--- config.mk ---
export PLATFORM = sky130hd
export DESIGN_NAME = ext_header_tlv_parser
export DESIGN_NICKNAME = d
export VERILOG_FILES = /design/src/eht_pkg.sv /design/src/eht_csr.sv /design/src/eht_core.sv /design/src/ext_header_tlv_parser.sv
export SDC_FILE = /design/constraint.sdc
export NUM_CORES = 1
export LEC_CHECK = 0
export ABC_CLOCK_PERIOD_IN_PS = 2900
export BUFFER_PORTS_ARGS = -buffer_cell sky130_fd_sc_hd__buf_4
export CAP_MARGIN = 15
export CORE_MARGIN = 2
export CORE_UTILIZATION = 53
export DETAILED_ROUTE_END_ITERATION = 6
export PLACE_DENSITY = 0.71
export SETUP_SLACK_MARGIN = 0.1
export SYNTH_ARGS = -nofsm -noshare
export SYNTH_HDL_FRONTEND = slang
export SYNTH_SLANG_ARGS = --single-unit
--- constraint.sdc ---
create_clock -name clock -period 2.9 [get_ports clock]
set_input_delay 0.58 -clock clock [delete_from_list [all_inputs] [get_ports clock]]
set_output_delay 0.58 -clock clock [all_outputs]
set_load 0.01 [all_outputs]
--- src/eht_pkg.sv ---
// Shared types and constants of the extended header option parser.
package eht_pkg;

   localparam int CFG_WIDTH = 8;
   localparam int COUNT_WIDTH = 16;

   localparam logic [7:0] FORMAT_MIN_LEN = 8'd2;
   localparam logic [1:0] VALUE_CAPTURE = 2'd2;

   typedef enum logic [1:0] {
      CSR_TYPE_MASK = 2'd0,
      CSR_CRITICAL_MASK = 2'd1,
      CSR_MAINT_GET_CODE = 2'd2,
      CSR_FORMAT_INFO_CODE = 2'd3
   } csr_index_type;

   typedef enum logic [1:0] {
      PH_TYPE = 2'd0,
      PH_LEN = 2'd1,
      PH_VALUE = 2'd2,
      PH_HALT = 2'd3
   } phase_type;

   typedef enum logic [1:0] {
      KIND_OTHER = 2'd0,
      KIND_MAINT = 2'd1,
      KIND_FORMAT = 2'd2
   } kind_type;

   typedef enum logic [1:0] {
      STATUS_SUCCESS = 2'd0,
      STATUS_OPTION_ERROR = 2'd1,
      STATUS_DROP = 2'd2
   } status_type;

   typedef struct packed {
      logic [CFG_WIDTH-1:0] type_mask;
      logic [CFG_WIDTH-1:0] critical_mask;
      logic [CFG_WIDTH-1:0] maint_get_code;
      logic [CFG_WIDTH-1:0] format_info_code;
   } cfg_type;

   typedef struct packed {
      status_type status;
      logic maint_requested;
      logic format_seen;
      logic [7:0] format_first;
      logic [7:0] format_second;
      logic [COUNT_WIDTH-1:0] header_size;
   } result_type;

endpackage

--- src/eht_csr.sv ---
// Configuration registers of the extended header option parser.
module eht_csr (
   input logic clock,
   input logic reset,
   input logic csr_write_enable,
   input logic [1:0] csr_index,
   input logic [eht_pkg::CFG_WIDTH-1:0] csr_write_data,
   output eht_pkg::cfg_type cfg
);
   import eht_pkg::*;

   cfg_type cfg_ff;
   cfg_type cfg_in;

   always_comb begin
      cfg_in = cfg_ff;
      if (csr_write_enable) begin
         unique case (csr_index_type'(csr_index))
            CSR_TYPE_MASK: cfg_in.type_mask = csr_write_data;
            CSR_CRITICAL_MASK: cfg_in.critical_mask = csr_write_data;
            CSR_MAINT_GET_CODE: cfg_in.maint_get_code = csr_write_data;
            CSR_FORMAT_INFO_CODE: cfg_in.format_info_code = csr_write_data;
            default: cfg_in = cfg_ff;
         endcase
      end
   end

   always_ff @(posedge clock) begin
      if (reset) begin
         cfg_ff.type_mask <= 8'd127;
         cfg_ff.critical_mask <= 8'd128;
         cfg_ff.maint_get_code <= 8'd2;
         cfg_ff.format_info_code <= 8'd4;
      end else begin
         cfg_ff <= cfg_in;
      end
   end

   assign cfg = cfg_ff;

endmodule

--- src/eht_core.sv ---
// Frame state and per-byte option parsing of the extended header parser.
module eht_core (
   input logic clock,
   input logic reset,
   input logic fire,
   input logic [7:0] data_byte,
   input logic last_byte,
   input eht_pkg::cfg_type cfg,
   output eht_pkg::result_type result
);
   import eht_pkg::*;

   phase_type phase_ff, phase_in, phase_p;
   kind_type kind_ff, kind_in, kind_p;
   logic [7:0] remaining_ff, remaining_in, remaining_p;
   logic [1:0] index_ff, index_in, index_p;
   logic error_ff, error_in, error_p;
   logic maint_ff, maint_in, maint_p;
   logic format_ff, format_in, format_p;
   logic [7:0] first_ff, first_in, first_p;
   logic [7:0] second_ff, second_in, second_p;
   logic [COUNT_WIDTH-1:0] count_ff, count_in, count_p;
   logic [7:0] code;

   always_comb begin
      code = data_byte & cfg.type_mask;
      phase_p = phase_ff;
      kind_p = kind_ff;
      remaining_p = remaining_ff;
      index_p = index_ff;
      error_p = error_ff;
      maint_p = maint_ff;
      format_p = format_ff;
      first_p = first_ff;
      second_p = second_ff;
      count_p = (count_ff == '1) ? count_ff : count_ff + 1'b1;
      unique case (phase_ff)
         PH_TYPE: begin
            phase_p = PH_LEN;
            if (code == cfg.maint_get_code) begin
               kind_p = KIND_MAINT;
               maint_p = 1'b1;
            end else if (code == cfg.format_info_code) begin
               kind_p = KIND_FORMAT;
            end else begin
               kind_p = KIND_OTHER;
               if ((data_byte & cfg.critical_mask) != 8'd0) begin
                  error_p = 1'b1;
                  phase_p = PH_HALT;
               end
            end
         end
         PH_LEN: begin
            if (kind_ff == KIND_FORMAT && data_byte < FORMAT_MIN_LEN) begin
               error_p = 1'b1;
               phase_p = PH_HALT;
            end else begin
               remaining_p = data_byte;
               index_p = 2'd0;
               phase_p = (data_byte == 8'd0) ? PH_TYPE : PH_VALUE;
            end
         end
         PH_VALUE: begin
            if (kind_ff == KIND_FORMAT && index_ff < VALUE_CAPTURE) begin
               if (index_ff == 2'd0) begin
                  first_p = data_byte;
               end else begin
                  second_p = data_byte;
                  format_p = 1'b1;
               end
            end
            if (index_ff < VALUE_CAPTURE) begin
               index_p = index_ff + 2'd1;
            end
            remaining_p = remaining_ff - 8'd1;
            if (remaining_ff == 8'd1) begin
               phase_p = PH_TYPE;
            end
         end
         PH_HALT: begin
            phase_p = PH_HALT;
         end
         default: phase_p = PH_HALT;
      endcase
   end

   always_comb begin
      phase_in = phase_ff;
      if (fire) begin
         phase_in = last_byte ? PH_TYPE : phase_p;
      end
   end

   always_comb begin
      kind_in = kind_ff;
      remaining_in = remaining_ff;
      index_in = index_ff;
      error_in = error_ff;
      maint_in = maint_ff;
      format_in = format_ff;
      first_in = first_ff;
      second_in = second_ff;
      count_in = count_ff;
      if (fire && last_byte) begin
         kind_in = KIND_OTHER;
         remaining_in = 8'd0;
         index_in = 2'd0;
         error_in = 1'b0;
         maint_in = 1'b0;
         format_in = 1'b0;
         first_in = 8'd0;
         second_in = 8'd0;
         count_in = '0;
      end else if (fire) begin
         kind_in = kind_p;
         remaining_in = remaining_p;
         index_in = index_p;
         error_in = error_p;
         maint_in = maint_p;
         format_in = format_p;
         first_in = first_p;
         second_in = second_p;
         count_in = count_p;
      end
   end

   always_comb begin
      if (error_p) begin
         result.status = STATUS_OPTION_ERROR;
      end else if (phase_p != PH_TYPE) begin
         result.status = STATUS_DROP;
      end else begin
         result.status = STATUS_SUCCESS;
      end
      result.maint_requested = maint_p;
      result.format_seen = format_p;
      result.format_first = first_p;
      result.format_second = second_p;
      result.header_size = count_p;
   end

   always_ff @(posedge clock) begin
      if (reset) begin
         phase_ff <= PH_TYPE;
         kind_ff <= KIND_OTHER;
         remaining_ff <= 8'd0;
         index_ff <= 2'd0;
         error_ff <= 1'b0;
         maint_ff <= 1'b0;
         format_ff <= 1'b0;
         first_ff <= 8'd0;
         second_ff <= 8'd0;
         count_ff <= '0;
      end else begin
         phase_ff <= phase_in;
         kind_ff <= kind_in;
         remaining_ff <= remaining_in;
         index_ff <= index_in;
         error_ff <= error_in;
         maint_ff <= maint_in;
         format_ff <= format_in;
         first_ff <= first_in;
         second_ff <= second_in;
         count_ff <= count_in;
      end
   end

`ifndef NO_ASSERTIONS
   a_halt_iff_error: assert property (@(posedge clock) disable iff (reset)
      (phase_ff == PH_HALT) == error_ff)
      else $error("Parser halt state and error flag disagree.");

   a_value_has_bytes: assert property (@(posedge clock) disable iff (reset)
      phase_ff == PH_VALUE |-> remaining_ff != 8'd0)
      else $error("Value phase entered with no bytes remaining.");

   a_format_needs_two: assert property (@(posedge clock) disable iff (reset)
      format_ff && fire && !last_byte |=> format_ff && count_ff >= 16'd4)
      else $error("Format option captured before enough bytes arrived.");
`endif

endmodule

--- src/ext_header_tlv_parser.sv ---
// Top level of the extended header option parser.
// The result item is registered at the edge that takes the last byte out of the input
// register. Throughput: one header byte per cycle; only a last byte waits, while an
// earlier result item is still stalled on the output. Reset is synchronous: it empties
// both pipeline registers, clears the frame state and restores the configuration
// register defaults.
module ext_header_tlv_parser (
   input logic clock,
   input logic reset,
   input logic req_valid,
   output logic req_ready,
   input logic [7:0] req_data_byte,
   input logic req_last_byte,
   output logic rsp_valid,
   input logic rsp_ready,
   output logic [1:0] rsp_status,
   output logic rsp_maint_requested,
   output logic rsp_format_seen,
   output logic [7:0] rsp_format_first,
   output logic [7:0] rsp_format_second,
   output logic [eht_pkg::COUNT_WIDTH-1:0] rsp_header_size,
   input logic csr_write_enable,
   input logic [1:0] csr_index,
   input logic [eht_pkg::CFG_WIDTH-1:0] csr_write_data
);
   import eht_pkg::*;

   cfg_type cfg;
   result_type result;
   result_type result_ff;
   logic in_valid_ff, in_valid_in;
   logic [7:0] in_byte_ff;
   logic in_last_ff;
   logic rsp_valid_ff, rsp_valid_in;
   logic out_free;
   logic fire;

   eht_csr u_csr (
      .clock(clock),
      .reset(reset),
      .csr_write_enable(csr_write_enable),
      .csr_index(csr_index),
      .csr_write_data(csr_write_data),
      .cfg(cfg)
   );

   eht_core u_core (
      .clock(clock),
      .reset(reset),
      .fire(fire),
      .data_byte(in_byte_ff),
      .last_byte(in_last_ff),
      .cfg(cfg),
      .result(result)
   );

   assign out_free = !rsp_valid_ff || rsp_ready;
   assign fire = in_valid_ff && (!in_last_ff || out_free);
   assign req_ready = !in_valid_ff || fire;

   always_comb begin
      in_valid_in = in_valid_ff;
      if (req_ready) begin
         in_valid_in = req_valid;
      end
      rsp_valid_in = rsp_valid_ff && !rsp_ready;
      if (fire && in_last_ff) begin
         rsp_valid_in = 1'b1;
      end
   end

   always_ff @(posedge clock) begin
      if (reset) begin
         in_valid_ff <= 1'b0;
         rsp_valid_ff <= 1'b0;
      end else begin
         in_valid_ff <= in_valid_in;
         rsp_valid_ff <= rsp_valid_in;
      end
   end

   always_ff @(posedge clock) begin
      if (req_ready && req_valid) begin
         in_byte_ff <= req_data_byte;
         in_last_ff <= req_last_byte;
      end
      if (fire && in_last_ff) begin
         result_ff <= result;
      end
   end

   assign rsp_valid = rsp_valid_ff;
   assign rsp_status = result_ff.status;
   assign rsp_maint_requested = result_ff.maint_requested;
   assign rsp_format_seen = result_ff.format_seen;
   assign rsp_format_first = result_ff.format_first;
   assign rsp_format_second = result_ff.format_second;
   assign rsp_header_size = result_ff.header_size;

`ifndef NO_ASSERTIONS
   a_size_nonzero: assert property (@(posedge clock) disable iff (reset)
      rsp_valid_ff |-> rsp_header_size != '0)
      else $error("Result item reports an empty header.");

   a_last_waits: assert property (@(posedge clock) disable iff (reset)
      in_valid_ff && in_last_ff && rsp_valid_ff && !rsp_ready |=> in_valid_ff && in_last_ff)
      else $error("Last byte left the input register while the result was stalled.");

   a_result_loaded: assert property (@(posedge clock) disable iff (reset)
      fire && in_last_ff |=> rsp_valid_ff)
      else $error("Last byte consumed without a result item.");
`endif

endmodule
==> impl_metrics.ini <==
[power]
clock_power_share_pct = 45.5
total_leakage_power_nw = 2.70
swShare_pct = 22.7
p_switching_w = 0.000928
p_comb_share_pct = 6.5
finalPower_w = 0.00409
internal-power_w = 0.00317
pwr-share-seq_pct = 48.0
powerDensity_nw_per_um2 = 595
peakVddDrop_v = 0.000327

[global_routing]
grt_max_degree = 39
grt_pass1_wl_um = 20500
grt_usage_pct = 22.8
antenna_found_initial = 0
grt_pass1_vias = 4212
grt-ovfl-total = 0

[timing]
hold_viol = 0
slew_headroom_pct = 56.8
slew_violations = 0
setup_viol = 0
period_share_pct = 78.8
fmax_ghz = 0.438
setup-tns-final_ns = 0
worstMarginPinSlew_ns = 0.643
fin_crit_ns = 2.29
grt_setup_unrepaired = no
fin_skew_ns = 0.00737

[critical_path]
max_stage_delay_ns = 0.44
path_cells = ha_1, nand3_1, nor4_4, and2_1, nor3_1, xor2_1
reg2reg_to = rsp_header_size[9]
rrSetupSlack_ns = 0.61
crit_arrival_ns = 2.55
r2r_start = u_core.count_ff[0]
start_kind = register
path_buf_inv = 0
crit_family = simple AND/OR/NAND/NOR gates
crit_path_end_kind = register
path_class = register to register
cpMaxStageDelayCell = nor4_4
rr_worst_depth = 6
cp_max_fo = 9
cp.required_ns = 3.16

[hold_path]
min_to = in_byte_ff[1]
min-delay-path-class = primary input to register
min_path_cells = 1
hp-start = req_data_byte[1]

[detailed_routing]
antenna_left = 0
drt_iter0_markers = 223
routedWlPerCell_um = 15.9
routed_wl_um = 12900
viasPerCell = 5.63
dr.pass1.iters = 5
vias = 4586
drc_errors = 0

[synth]
synth_fp_nets = 641
netlist_area_um2 = 5810
synth_warnings = 0
ys_types = 61
avgSynthCellArea_um2 = 9.54
synth_seq_area_share_pct = 51.9
synth.largest_area_cell = dfxtp_1
synth_edf_count = 45
ys.flop_type = dfxtp_1
synth_seq_cells = 128
synth_top_area_share_pct = 28.6
async_flop_share_pct = 0
synthTopCellsByArea = dfxtp_1, edfxtp_1, nand2_1
syn_inst = 609

[job]
cap_viol_max_count = 0

[clocking]
clk_pin_slew_ns = 0.06
clockBufferDepth = 2
postCtsSetupRepairBufs = 0
cts_root_buffer = clkbuf_8
cts_tree = built
cts_resized = 0
numCtsBuffers = 17
ctsHoldBuffers = 0
clock_sinks = 128
htreeDepth = 4
clk_latency_ns = 0.52

[final_layout]
design_area_um2 = 6880
antenna_cells = 0
fillers = 866
drive_above_1_share_pct = 19.0
final_nets = 694
syn_to_final_growth_pct = 18.4

[placement]
dpl_cell_area_um2 = 6360
dpl.hpwl_um = 8700
place.gp.congestion = 0.859
portBuffers = 61

[run_status]
outcome = finished clean

[floorplan]
start_util_pct = 54.1
fp.dieW_um = 109
rows = 38
die_height_um = 109
ios = 62
core_area_um2 = 10700
dieArea_um2 = 11800
==> per-layer routing <==
| layer | part of all wire, % | GRT usage, % | routed length, um |
|---|---|---|---|
| met5 | 0 | 0 | 0 |
| met3 | 5.0 | 4.30 | 648 |
| met1 | 46 | 30.6 | 5900 |
| met4 | 1.7 | 9.71 | 218 |
| met2 | 48 | 36.5 | 6170 |
==> synth_stat cells (all sizes together), types with 4 or more instances <==
cell type	n
ha	8
a211oi	9
nand3b	5
and3	25
a21oi	66
dfxtp	83
nand3	9
nor2	49
o22ai	12
nor2b	13
a211o	9
a22oi	4
nor3	14
nand2	98
and2	9
xor2	6
xnor2	17
edfxtp	45
mux2	17
or2	5
nor4	6
nand4	7
clkbuf	17
inv	13
buf	19
==> cell usage in the layout, fill, tap and decap left out, drive strengths merged, types with 9 or more instances in the layout <==
cell type  synthesis  layout
dfxtp             83      83
a21oi             66      66
a211oi             9       9
and3              25      25
a211o              9       9
mux2              17      17
o22ai             12      12
buf               19      70
nor3              14      14
xnor2             17      17
nand2             98      98
and2               9       9
nor2              49      49
clkbuf            17      26
edfxtp            45      45
inv               13      14
nor2b             13      13
nand3              9       9
==> cell type report <==
cell class / count / area, um^2 / area share (%)
multi-input combinational: 432 / 2590 / 37.7
tap: 140 / 175 / 2.55
timing repair buffer: 70 / 526 / 7.64
clock buffer: 26 / 489 / 7.11
sequential: 128 / 3010 / 43.8
clock inverter: 6 / 31.3 / 0.455
inverter: 13 / 48.8 / 0.710
==> worst max path at each step <==
| stage | to | cells after the start | start | slack (ns) |
|---|---|---|---|---|
| global route | u_core.second_ff[1] | 7 | u_core.phase_ff[1] | 0.41 |
| CTS | u_core.second_ff[3] | 7 | u_core.phase_ff[1] | 0.63 |
| global placement | rsp_format_second[5] | 5 | u_core.phase_ff[1] | 0.76 |
| finish | rsp_header_size[9] | 6 | u_core.count_ff[0] | 0.61 |
| detailed placement | rsp_header_size[9] | 6 | u_core.count_ff[0] | 0.68 |
| floorplan | u_core.count_ff[0] | 6 | rsp_ready | 0.23 |
==> flip-flops by register name (all words and copies together), names as in the netlist, 8 cells and up <==
name	flops
u_core.count_ff	16
u_core.second_ff	8
u_core.first_ff	8
rsp_format_first	8
rsp_format_second	8
rsp_header_size	16
in_byte_ff	8
u_core.remaining_ff	8
u_csr.cfg	32
==> metrics by stage <==
stage | utilization (%) | setup slack, ns | instances | hold slack (ns)
floorplan | - | 0.228 | 609 | 0.433
detailed placement | 59.2 | 0.677 | 783 | 0.448
CTS | 64.0 | 0.634 | 815 | 0.214
global route | 64.0 | 0.410 | 815 | 0.215
finish | 64.0 | 0.615 | 815 | 0.229
global placement | 59.2 | 0.761 | 783 | 0.439
==> power by group through the flow <==
stage | Sequential, W | Combinational [W] | Clock (W)
floorplan | 0.00198 | 0.000177 | 0
global placement | 0.00200 | 0.000259 | 0
detailed placement | 0.00200 | 0.000266 | 0
CTS | 0.00196 | 0.000268 | 0.00188
global route | 0.00197 | 0.000298 | 0.00197
finish | 0.00197 | 0.000267 | 0.00186
==> logic make-up after synthesis <==
family	after synthesis	synth area share, %
flip-flops	128	51.9
buffers and inverters	49	3.51
AO/OA/AOI/OAI	127	13.9
AND/OR/NAND/NOR	254	21.7
multiplexers	20	3.81
XOR/XNOR	23	3.47
adder cells (fa/ha/maj)	8	1.72
Note: power is estimated with default switching activity, not from simulation.
